## src/sqg_pkg.sv

```systemverilog
// Shared types and constants for the shadow quad generator.
// No dependencies.
package sqg_pkg;

    // quad kind codes
    localparam logic [2:0] KIND_TOP    = 3'd0;
    localparam logic [2:0] KIND_RIGHT  = 3'd1;
    localparam logic [2:0] KIND_BOTTOM = 3'd2;
    localparam logic [2:0] KIND_LEFT   = 3'd3;
    localparam logic [2:0] KIND_BOX    = 3'd4;

    // config register indexes
    localparam logic [1:0] REG_LIGHT_X = 2'd0;
    localparam logic [1:0] REG_LIGHT_Y = 2'd1;
    localparam logic [1:0] REG_RADIUS  = 2'd2;

    // width of internal point math (coords plus carries)
    localparam int PW = 34;
    // magnitude width after normalization (below 2^23)
    localparam int MW = 23;
    // radicand width: s*2^14 < 2^61, padded to an even count for 2-bit root steps
    localparam int SW = 64;
    localparam int LW = 31;
    // dividend width: ax*2r*2^7 < 2^23*2^17*2^7
    localparam int NW = 47;

    // classified item passed from front to back
    typedef struct packed {
        logic signed [PW-1:0] x;
        logic signed [PW-1:0] y;
        logic signed [PW-1:0] x2;
        logic signed [PW-1:0] y2;
        logic [3:0]           face;   // top, right, bottom, left
    } item_t;

    // one point to push
    typedef struct packed {
        logic signed [PW-1:0] px;
        logic signed [PW-1:0] py;
    } point_t;

endpackage

```

## src/sqg_front.sv

```systemverilog
// Front end: accepts rectangles, applies the light box test and facing tests.
// Depends on sqg_pkg.
module sqg_front #(
    parameter int COORD_BITS = 20
) (
    input  logic                         aclk,
    input  logic                         aresetn,
    input  logic                         in_valid,
    output logic                         in_ready,
    input  logic signed [COORD_BITS-1:0] rect_x,
    input  logic signed [COORD_BITS-1:0] rect_y,
    input  logic [COORD_BITS-2:0]        rect_w,
    input  logic [COORD_BITS-2:0]        rect_h,
    input  logic signed [COORD_BITS-1:0] light_x,
    input  logic signed [COORD_BITS-1:0] light_y,
    input  logic [15:0]                  radius,
    output logic                         q_valid,
    input  logic                         q_ready,
    output sqg_pkg::item_t               q_item
);
    logic signed [sqg_pkg::PW-1:0] x, y, x2, y2, lx, ly, r;
    logic                          hit;
    logic                          q_valid_reg;
    sqg_pkg::item_t                q_item_reg, item_next;

    always_comb begin
        x  = sqg_pkg::PW'(rect_x);
        y  = sqg_pkg::PW'(rect_y);
        x2 = x + $signed({{(sqg_pkg::PW-COORD_BITS+1){1'b0}}, rect_w});
        y2 = y + $signed({{(sqg_pkg::PW-COORD_BITS+1){1'b0}}, rect_h});
        lx = sqg_pkg::PW'(light_x);
        ly = sqg_pkg::PW'(light_y);
        r  = $signed({{(sqg_pkg::PW-16){1'b0}}, radius});
        hit = (radius != 16'd0) && (lx - r < x2) && (lx + r > x)
              && (ly - r < y2) && (ly + r > y);
        item_next.x  = x;
        item_next.y  = y;
        item_next.x2 = x2;
        item_next.y2 = y2;
        item_next.face = {lx > x, ly < y2, lx < x2, ly > y};
    end

    assign in_ready = !q_valid_reg || q_ready;

    // one-entry output register; misses are dropped
    always_ff @(posedge aclk) begin
        if (!aresetn) begin
            q_valid_reg <= 1'b0;
        end else if (in_ready) begin
            q_valid_reg <= in_valid && hit;
        end
        if (in_ready && in_valid) begin
            q_item_reg <= item_next;
        end
    end

    assign q_valid = q_valid_reg;
    assign q_item  = q_item_reg;
endmodule

```

## config.mk

```make
export PLATFORM = sky130hd
export DESIGN_NAME = sqg_front
export DESIGN_NICKNAME = d
export VERILOG_FILES = /design/src/sqg_pkg.sv /design/src/sqg_front.sv
export SDC_FILE = /design/constraint.sdc
export NUM_CORES = 1
export LEC_CHECK = 0
export BUFFER_PORTS_ARGS = -buffer_cell sky130_fd_sc_hd__buf_2
export CORE_ASPECT_RATIO = 1.5
export CORE_MARGIN = 10
export CORE_UTILIZATION = 43
export CTS_BUF_LIST = sky130_fd_sc_hd__clkbuf_4 sky130_fd_sc_hd__clkbuf_8
export CTS_CLUSTER_DIAMETER = 200
export DETAILED_ROUTE_END_ITERATION = 8
export GPL_ROUTABILITY_DRIVEN = 0
export PLACE_DENSITY_LB_ADDON = 0.12
export SYNTH_ARGS = -nofsm -noshare
export SYNTH_HDL_FRONTEND = slang
export SYNTH_SLANG_ARGS = --single-unit
```

## constraint.sdc

```tcl
create_clock -name aclk -period 13.2 [get_ports aclk]
set_clock_uncertainty 0.05 [all_clocks]
set_input_delay 3.96 -clock aclk [delete_from_list [all_inputs] [get_ports aclk]]
set_output_delay 3.96 -clock aclk [all_outputs]
set_load 0.02 [all_outputs]
```

Word level (Yosys, flattened, before mapping)
Cells that the tools add are included.
W data, S select, Z words.

word-level totals
  logic and storage cells = 29
  output and inout bits = 142
  flip-flop bits (word level) = 87

cells by class
  reduce and logical (&&, ||, !) cells = 9
  add/sub/neg operators = 6
  $lt $le $gt $ge = 8

operators by type and width
  cell                 number
  $add A20 B17 Y21     2
  $add A20 B20 Y21     2
  $gt A21 B20 Y1       2
  $lt A20 B21 Y1       2
  $lt A21 B21 Y1       2
  $sub A20 B17 Y21     2
  $gt A20 B20 Y1       2
  $reduce_bool A16 Y1  1
  $logic_and A1 B1 Y1  6
  $logic_not A1 Y1     1
  $logic_or A1 B1 Y1   1

Logic depth before layout (Yosys ltp)
  depth after elaboration = 7
  mapped depth = 24
  gate-level depth less buffers = 24

Least setup slack after synthesis
Ideal clock, no wire load.

  path kind = input to output
  start point = in q_ready
  end point = out in_ready
  arrival = 4153 ps
  slack = 5037 ps
  buffers on the path = 0
  stages on the path = 2
  data required time = 9190 ps
  path through = inv_1 > nand2_1

between the ends
  word-level cells in the longest chain between the ends = 1

ends and longest elaborated chain
  element             RTL line         source
  start, declared     sqg_front.sv:18  input logic q_ready,
  $logic_or A1 B1 Y1  sqg_front.sv:43  assign in_ready = !q_valid_reg || q_ready;
  end, declared       sqg_front.sv:9   output logic in_ready,

Every way passes these cells.

Worst setup path in the final report
Same ends and word-level chain as after synthesis.

==> flow_summary_export.csv <==
group,metric,value,unit
status,status,"complete, no violations",
final_layout,largest_register_ffs,86,
worst_hold_path,hold_start,"q_valid",
clock_tree,root_buffer,"clkbuf_8",
power_and_ir_drop,ir_drop,0.00004953,V
floorplan,die_w,154.6,µm
sta,finalSetupViolations,0,
synth,seq_area_frac_synth,22.26,%
clock_tree,cts_setup_buffers,0,
power_and_ir_drop,sequentialPowerShare,28.9,%
routing,wl,34330,µm
floorplan,core_area,0.02667,mm²
setup_path,worstSetupStartpointType,"input port",
synth,yosys_warnings,0,
sta,rsz0062_at_grt,"false",
sta,layout_min_cycle_time,8363,ps
floorplan,die_y,222.0,µm
placement,hpwl,30100,µm
clock_tree,clk_pin_slew,80,ps
power_and_ir_drop,power.switching,496.1,µW
placement,placed_cells,1868,
clock_tree,cts_tree,"done",
global_route,grt_pass1_wl,54420,µm
final_layout,area_growth_syn_to_layout,13.30,%
synth,syn_avg_cell_area,8.825,µm²
setup_path,cp.required,9190,ps
synth,synthArstFlopShare,0,%
sta,setup_tns,0,ps
sta,hold_viol_final,0,
synth,netlist_area,0.01169,mm²
clock_tree,clock-sinks,87,
global_route,grt_overflow,0,
setup_path,critPathArrivalTime,4350,ps
routing,drt.antenna.violating_nets,0,
routing,vias,10100,
final_layout,final_common_cell,"buf_2",
global_route,grt_max_degree,46,
power_and_ir_drop,p_leak,6.579,nW
setup_path,cp_max_fo,2,
setup_path,end_kind,"primary output",
power_and_ir_drop,p_int,715.8,µW
synth,synthCells,1325,
power_and_ir_drop,powerDensity,91.47,mW/mm²
sta,max-slew-margin-rel,51.79,%
synth,synth_flop_cell,"edfxtp_1",
global_route,grt_usage,19.72,%
clock_tree,cts-htree-levels,3,
routing,viasPerCell,5.356,
floorplan,die_area,0.03432,mm²
setup_path,crit_type,"in2out",
routing,drc,0,
global_route,grt_pass1_vias,10780,
synth,synth_fp_nets,1725,
power_and_ir_drop,switching_share,40.94,%
synth,synth_edf_count,86,
run,maxCapViolCount,0,
final_layout,drive_gt1_share,20.36,%
sta,slew_violations,0,
clock_tree,clk_latency,410,ps
sta,fin_crit_sh,63.35,%
sta,whs,480.5,ps
setup_path,crit_start,"q_ready",
clock_tree,post_cts_resized,0,
routing,drt_iter0_drc,386,
routing,wl_per_cell,18.20,µm
routing,first_pass_iters,5,
floorplan,rows,73,
clock_tree,postCtsHoldBufs,0,
final_layout,final_cell_mix,"buf_2, ha_1, inv_1, a21oi_1, nor2_1",
final_layout,final_util,49.67,%
clock_tree,clockBufferDepth,2,
synth,ys_seq_elements,87,
sta,fmax,119.6,MHz
floorplan,ios,280,
synth,ys_types,63,
sta,worst_pin_slew,716.6,ps
clock_tree,cts_inserted_buffers,9,
final_layout,stdcell_count,1886,
placement,numPortBuffers,279,
global_route,antenna_found_initial,3,
final_layout,fin_nets,1942,
floorplan,start_util,43.84,%
power_and_ir_drop,combPwrFrac,53.8,%
setup_path,r2r-start,"q_valid",
power_and_ir_drop,clkPwrFrac,17.2,%
worst_hold_path,hold_path_class,"reg2reg",
[per-layer routing]
| metal | global-route usage [%] | vias up | share of wire, % |
|---|---|---|---|
| li1 | - | 5195 | - |
| met1 | 20.05 | 4630 | 38 |
| met2 | 36.33 | 215 | 52 |
| met3 | 4.057 | 59 | 4.9 |
| met4 | 10.84 | 2 | 4.7 |
| met5 | 0 | - | 0.041 |
[worst paths after layout]
| path | to | slack [ps] | cells after the start |
|---|---|---|---|
| max | in_ready | 4840 | 4 |
| min | q_valid | 480 | 2 |
| max reg2reg | q_valid | 10850 | 9 |
| min reg2reg | q_valid | 480 | 2 |
[critical path: stages]
cell	delay [ps]
buf_2	100
inv_1	70
nand2_1	70
buf_2	160
[cells by family after synthesis]
logic type	share of synthesized area, %
simple gates	13.25
flops	22.26
buf+inv	8.678
compound gates	19.48
fa+ha+maj	28.70
xor+xnor	7.640
[cell usage after synthesis, types with 5 or more instances]
cell type  number  area [µm²]
or3_1          10       62.56
nand2b_1       18       112.6
o21a_1         17       127.6
nor2b_1        29       181.4
a21o_1         52       390.4
buf_4          54       405.4
ha_1          256        3203
o21bai_1       19       142.6
or2_2           8       50.05
nor4_1          9       56.30
a2111oi_0       5       43.79
a311oi_1        7       61.31
a31oi_1        22       137.6
edfxtp_1       86        2582
nand3_1        14       70.07
o31a_1          5       43.79
a41oi_1         5       43.79
o211ai_1        8       60.06
o21ai_1        11       55.05
nor2_1         87       326.6
nor3_1         27       135.1
nand2_1        50       187.7
xor2_1         30       262.8
a21oi_1        98       490.5
o21ai_0        56       280.3
nand4_1        28       175.2
fa_1            6       120.1
a211oi_1       13       97.59
and4_1          5       43.79
and3_1          8       50.05
clkbuf_1       17       63.81
xnor2_1        72       630.6
inv_1         140       525.5
[metrics by stage]
step | total power, mW | setup slack [ps] | instance area, µm²
3_5_place_dp | 1.013 | 4473 | 13030
2_1_floorplan | 0.8323 | 5037 | 11690
6_report | 1.212 | 4837 | 13250
4_1_cts | 1.230 | 4823 | 13240
3_3_place_gp | 1.004 | 4545 | 13030
5_1_grt | 1.318 | 4320 | 13250
[power by group through the flow]
stage | combinational, mW | sequential, mW | clock [mW]
5_1_grt | 0.740 | 0.354 | 0.224
6_report | 0.652 | 0.350 | 0.209
3_5_place_dp | 0.656 | 0.357 | 0
4_1_cts | 0.659 | 0.351 | 0.220
2_1_floorplan | 0.436 | 0.397 | 0
3_3_place_gp | 0.647 | 0.356 | 0
[area by class of cell]
cell class / instances / area [µm²]
timing repair buffer: 280 / 1404
multi-input combinational: 1024 / 8078
clock inverter: 5 / 72.57
antenna: 2 / 5.005
inverter: 140 / 525.5
fill: 2709 / 13420
sequential: 87 / 2603
clock buffer: 11 / 138.9
tap: 337 / 421.7
Note: power is estimated with default switching activity, not from simulation.
