<file path="src/sqg_pkg.sv">
// Shared types and constants for the shadow quad generator.
// No dependencies.
package sqg_pkg;

    // quad kind codes
    localparam logic [2:0] KIND_TOP    = 3'd0;
    localparam logic [2:0] KIND_RIGHT  = 3'd1;
    localparam logic [2:0] KIND_BOTTOM = 3'd2;
    localparam logic [2:0] KIND_LEFT   = 3'd3;
    localparam logic [2:0] KIND_BOX    = 3'd4;

    // config register indexes
    localparam logic [1:0] REG_LIGHT_X = 2'd0;
    localparam logic [1:0] REG_LIGHT_Y = 2'd1;
    localparam logic [1:0] REG_RADIUS  = 2'd2;

    // width of internal point math (coords plus carries)
    localparam int PW = 34;
    // magnitude width after normalization (below 2^23)
    localparam int MW = 23;
    // radicand width: s*2^14 < 2^61, padded to an even count for 2-bit root steps
    localparam int SW = 64;
    localparam int LW = 31;
    // dividend width: ax*2r*2^7 < 2^23*2^17*2^7
    localparam int NW = 47;

    // classified item passed from front to back
    typedef struct packed {
        logic signed [PW-1:0] x;
        logic signed [PW-1:0] y;
        logic signed [PW-1:0] x2;
        logic signed [PW-1:0] y2;
        logic [3:0]           face;   // top, right, bottom, left
    } item_t;

    // one point to push
    typedef struct packed {
        logic signed [PW-1:0] px;
        logic signed [PW-1:0] py;
    } point_t;

endpackage

</file>
<file path="src/sqg_queue.sv">
// Small FIFO between front end and back end.
// Depends on sqg_pkg.
module sqg_queue #(
    parameter int DEPTH_LOG2 = 2
) (
    input  logic           aclk,
    input  logic           aresetn,
    input  logic           wr_valid,
    output logic           wr_ready,
    input  sqg_pkg::item_t wr_item,
    output logic           rd_valid,
    input  logic           rd_ready,
    output sqg_pkg::item_t rd_item
);
    localparam int DEPTH = 1 << DEPTH_LOG2;
    sqg_pkg::item_t         mem_reg [DEPTH];
    logic [DEPTH_LOG2-1:0]  wp_reg, rp_reg;
    logic [DEPTH_LOG2:0]    cnt_reg;
    logic                   wr, rd;

    assign wr_ready = cnt_reg != DEPTH[DEPTH_LOG2:0];
    assign rd_valid = cnt_reg != '0;
    assign rd_item  = mem_reg[rp_reg];
    assign wr = wr_valid && wr_ready;
    assign rd = rd_valid && rd_ready;

    always_ff @(posedge aclk) begin
        if (!aresetn) begin
            wp_reg <= '0;
            rp_reg <= '0;
            cnt_reg <= '0;
        end else begin
            if (wr) wp_reg <= wp_reg + 1'b1;
            if (rd) rp_reg <= rp_reg + 1'b1;
            if (wr && !rd) cnt_reg <= cnt_reg + 1'b1;
            else if (rd && !wr) cnt_reg <= cnt_reg - 1'b1;
        end
        if (wr) mem_reg[wp_reg] <= wr_item;
    end
endmodule

</file>
<file path="config.mk">
export PLATFORM = sky130hd
export DESIGN_NAME = sqg_queue
export DESIGN_NICKNAME = d
export VERILOG_FILES = /design/src/sqg_pkg.sv /design/src/sqg_queue.sv
export SDC_FILE = /design/constraint.sdc
export NUM_CORES = 1
export LEC_CHECK = 0
export BUFFER_PORTS_ARGS = -buffer_cell sky130_fd_sc_hd__buf_2
export CORE_MARGIN = 2
export CORE_UTILIZATION = 30
export DETAILED_ROUTE_END_ITERATION = 10
export RECOVER_POWER = 100
export SYNTH_ARGS = -nofsm -noshare
export SYNTH_HDL_FRONTEND = slang
export SYNTH_SLANG_ARGS = --single-unit
export TNS_END_PERCENT = 10
</file>
<file path="constraint.sdc">
create_clock -name aclk -period 6.06 [get_ports aclk]
set_input_delay 0 -clock aclk [delete_from_list [all_inputs] [get_ports aclk]]
set_output_delay 0 -clock aclk [all_outputs]
set_load 0.02 [all_outputs]
</file>
* Word-level counts from Yosys, hierarchy flattened *
Memory sizes are Yosys's and may differ from the RTL's. A register that Yosys moved wholly into a read port is not among the register bits.
Index checks and enable logic that the tools add are counted.

word-level totals
  word-level logic and storage cells = 23
  memories = 1
  output and inout bits = 142
  input bits = 144
  bits in writable memories = 560
  flip-flop bits (word level) = 7

cells by class
  eq/ne operators = 1
  multiplexer cells = 6
  add/subtract/negate cells = 4
  reduce and logical (&&, ||, !) cells = 8

memories
  name     words  bits a word  read ports  clocked after memory_dff  wr ports  line             RTL
  mem_reg  4      140          1           1                         1         sqg_queue.sv:16  sqg_pkg::item_t mem_reg [DEPTH];

operators by type and width
  kind                 number
  $mux 3               2
  $add 2x1->2 const B  2
  $logic_and 1x1->1    4
  $mux 2               2
  $add 3x1->3 const B  1
  $ne 3x3->1 const B   1
  $reduce_bool 3->1    1
  $sub 3x1->3 const B  1
  $logic_not 1->1      2
  $mux 1               2
  $reduce_bool 2->1    1

* Longest topological paths before layout *
  word-level depth = 6
  mapped depth = 8
  mapped depth without buffers = 8

* Worst setup path before layout *
No wires, ideal clock.

  kind = register -> register
  start = reg cnt_reg[0]
  end = mem mem_reg[0][0] (netlist name) (enable)
  setup time = 516 ps
  clock period less this slack = 4546 ps
  path slack = 1514 ps
  arrival time = 4030 ps
  cell stages (with the launch flop) = 4
  data required time = 5544 ps
  buffers on the path = 0
  path through = dfxtp_1 -> nor2_1 -> a21boi_2 -> and2_1

between the ends
  longest elaborated chain between the ends = 4

RTL lines
  element                       line             RTL
  start: declaration            sqg_queue.sv:18  logic [DEPTH_LOG2:0] cnt_reg;
  start signal: assignment      sqg_queue.sv:35  if (wr && !rd) cnt_reg <= cnt_reg + 1'b1;
  start signal: assignment      sqg_queue.sv:36  else if (rd && !wr) cnt_reg <= cnt_reg - 1'b1;
  $ne 3x3->1                    sqg_queue.sv:21  assign wr_ready = cnt_reg != DEPTH[DEPTH_LOG2:0];
  $logic_and 1x1->1             sqg_queue.sv:24  assign wr = wr_valid && wr_ready;
  via wr                        sqg_queue.sv:19  logic wr, rd;
  $mux 1                        sqg_queue.sv:38  if (wr) mem_reg[wp_reg] <= wr_item;
  $mux 1 (implied by the code)  sqg_queue.sv:38
  end: declaration              sqg_queue.sv:16

The timed path passes the listed nets, and every way through them passes these cells.

==> flow_metrics.py <==
metrics = {
    "outcome": {
        "outcome": "finished with violations",
        "failed_checks": "max-capacitance violations, max-slew violations",
    },
    "pwr": {
        "switching_share_pct": 28.5,
        "ir_drop_uv": 468,
        "clockPowerShare_pct": 32.8,
        "cellPowerDensity_mw_per_mm2": 430,
        "power_mw": 11.3,
        "p_int_mw": 8.04,
        "p_leak_nw": 8.07,
        "switchingPower_mw": 3.21,
        "pwr-share-comb_pct": 23.3,
        "sequentialPowerShare_pct": 43.9,
    },
    "timing": {
        "fin_worst_skew_ns": 0.0119,
        "rsz0062_at_grt": "no",
        "post-route-period-util_pct": 63.7,
        "fmaxAchievable_ghz": 0.259,
        "hold_ws_ns": 0.196,
        "tightest_slew_ns": 2.45,
        "min_period_ns": 3.86,
        "slew_headroom_pct": -63.4,
        "setup_tns_ns": 0,
        "setup_viol": 0,
        "hold_viol": 0,
        "setup_ws_ns": 2.20,
        "maxSlewViolCount": 386,
    },
    "hold_path": {
        "min_path_type": "in -> reg",
        "holdPathStages": 2,
        "hp-start": "wr_item[27]",
        "hold_path_end": "mem_reg[3][27]$_DFFE_PP_",
    },
    "die": {
        "die_w_um": 267,
        "ioPinCount": 286,
        "dieArea_mm2": 0.0710,
        "initial_utilization_pct": 30.2,
        "num_rows": 96,
        "core_area_mm2": 0.0685,
        "fp.dieH_um": 267,
    },
    "global_route": {
        "grt_pass1_wl_um": 63400,
        "grt_max_degree": 141,
        "grt_usage_pct": 11.7,
        "grt_overflow": 0,
        "antenna_found_initial": 2,
        "grt_pass1_vias": 10900,
    },
    "final_layout": {
        "area.growth.synth_to_final_pct": 26.6,
        "layout_common_cells": "edfxtp_1 (560), clkbuf_1 (293), dlygate4sd3_1 (143)",
        "diodes": 0,
        "largest_register_ffs": 560,
        "layout-drive-gt1-share_pct": 19.5,
        "stdcell_area_mm2": 0.0262,
        "fill_cells": 6285,
        "final_common_cell": "edfxtp_1",
        "nets": 1398,
    },
    "logic_synthesis": {
        "synth_edf_count": 560,
        "yosys.area.top_type_share_pct": 81.3,
        "synth_warnings": 0,
        "synth_top_cell_by_area": "edfxtp_1",
        "synth_nets": 930,
        "synth_area_per_cell_um2": 26.5,
        "synth-adder-area-share_pct": 0.399,
        "yosys.area_share.simple_pct": 0.442,
        "synth_cells": 780,
        "synth-compound-area-share_pct": 0.194,
        "synth_xor_area_share_pct": 0.169,
        "synth_top_flop_cell": "edfxtp_1",
        "async_flop_share_pct": 0,
        "synthTopCellsByArea": "edfxtp_1 (81%), mux4_2 (15%), dfxtp_1 (0.87%)",
        "seq_area_frac_synth_pct": 82.2,
        "yosys.cell_types.count": 24,
        "ys_seq_elements": 569,
        "synth_top_family_by_area": "multiplexers",
        "synth_mux_area_share_pct": 15.4,
        "syn_area_mm2": 0.0207,
    },
    "clocking": {
        "cts_tree": "yes",
        "cts_setup_buffers": 0,
        "path_clk_slew_ns": 0.06,
        "ctsLongestPathBuffers": 3,
        "numClockSinks": 569,
        "insertion_delay_ns": 0.60,
        "cts_max_level": 2,
        "ctsRootBufferMaster": "clkbuf_16",
        "cts_buffers": 60,
    },
    "setup_path": {
        "r2r-end": "mem_reg[2][82]$_DFFE_PP_",
        "r2r_cells": 4,
        "crit_type": "reg -> out",
        "cp-end-kind": "output port",
        "rrSetupSlack_ns": 2.21,
        "cp-start-kind": "flip-flop",
        "rr_startpoint": "cnt_reg[0]$_SDFFE_PN0P_",
        "worstPathRequired_ns": 6.06,
        "critPathArrivalTime_ns": 3.86,
        "crit_fanout": 36,
    },
    "routing": {
        "wl_per_cell_um": 19.1,
        "drt_iter0_markers": 602,
        "avgViaCountPerCell": 4.50,
        "num_vias": 9816,
        "wl_um": 41800,
        "drt_pre_antenna_iters": 4,
        "ant_nets": 0,
        "drc": 0,
    },
    "placed_design": {
        "hpwlAfterDp_um": 23300,
        "gp_congestion": 0.719,
        "pre_cts_ws_ns": 3.27,
        "postPlaceCellArea_mm2": 0.0231,
        "port_buffers": 285,
    },
    "flow_run": {
        "drv_cap": 6,
    },
}
-- Yosys cell counts, drive strengths merged, types with 2 or more instances --
master and count:
edfxtp 560, mux4 140, buf 28, dfxtp 9, and2 8, clkbuf 5
ha 5, nand2 5, inv 3, mux2i 3, xnor2 3, a21boi 2
or3 2
-- area by class of cell --
cell class / count / area, um2 / area share [%]
Sequential cell: 569 / 17000 / 64.9
Clock buffer: 78 / 1620 / 6.19
Tap cell: 882 / 1100 / 4.21
Inverter: 3 / 11.3 / 0.0430
Timing Repair Buffer: 439 / 2610 / 9.95
Clock inverter: 36 / 407 / 1.55
Multi-Input combinational cell: 175 / 3430 / 13.1
-- timing repair --
action                                 CTS  global route
gates resized for setup                  0             0
endpoints found under the hold margin  569             0
hold buffers                           143             0
-- critical path: stages (launching register included) --
cell and delay (ns):
dfxtp_1 1.59, buf_4 0.79, mux4_2 0.59, clkbuf_1 0.21
-- how the worst max path moves through the flow --
stage	startpoint	endpoint	depth (start not counted)
finish	flip-flop	rd_item[87]	3
detailed placement	cnt_reg[0]$_SDFFE_PN0P_	mem_reg[2][84]$_DFFE_PP_	4
global placement	cnt_reg[0]$_SDFFE_PN0P_	mem_reg[3][54]$_DFFE_PP_	4
floorplan	cnt_reg[0]$_SDFFE_PN0P_	mem_reg[0][0]$_DFFE_PP_	3
CTS	flip-flop	rd_item[87]	3
global route	flip-flop	rd_item[87]	3
-- metrics by stage --
| stage | utilization [%] | cells |
|---|---|---|
| 5_1_grt | 38.2 | 2182 |
| 4_1_cts | 38.8 | 2182 |
| 3_3_place_gp | 33.8 | 1925 |
| 6_report | 38.2 | 2182 |
| 2_1_floorplan | - | 780 |
| 3_5_place_dp | 33.8 | 1925 |
-- kinds of logic after synthesis --
kind of cell | after synthesis
simple gates | 17
flops | 569
fa+ha+maj | 6
compound gates | 5
buf+inv | 36
xor+xnor | 4
mux | 143
-- power by group through the flow --
stage | Combinational [mW] | Sequential (mW) | Clock [mW]
global placement | 2.73 | 4.99 | 0
finish | 2.62 | 4.94 | 3.69
detailed placement | 2.74 | 5.02 | 0
floorplan | 1.95 | 4.97 | 0
CTS | 2.83 | 4.94 | 3.82
global route | 2.83 | 4.99 | 3.96
-- per-layer routing --
layer	track usage, %	wire [um]
met1	15.0	17600
met2	19.2	20400
met3	3.63	2850
met4	3.31	912
met5	0	13
Note: power is estimated with default switching activity, not from simulation.
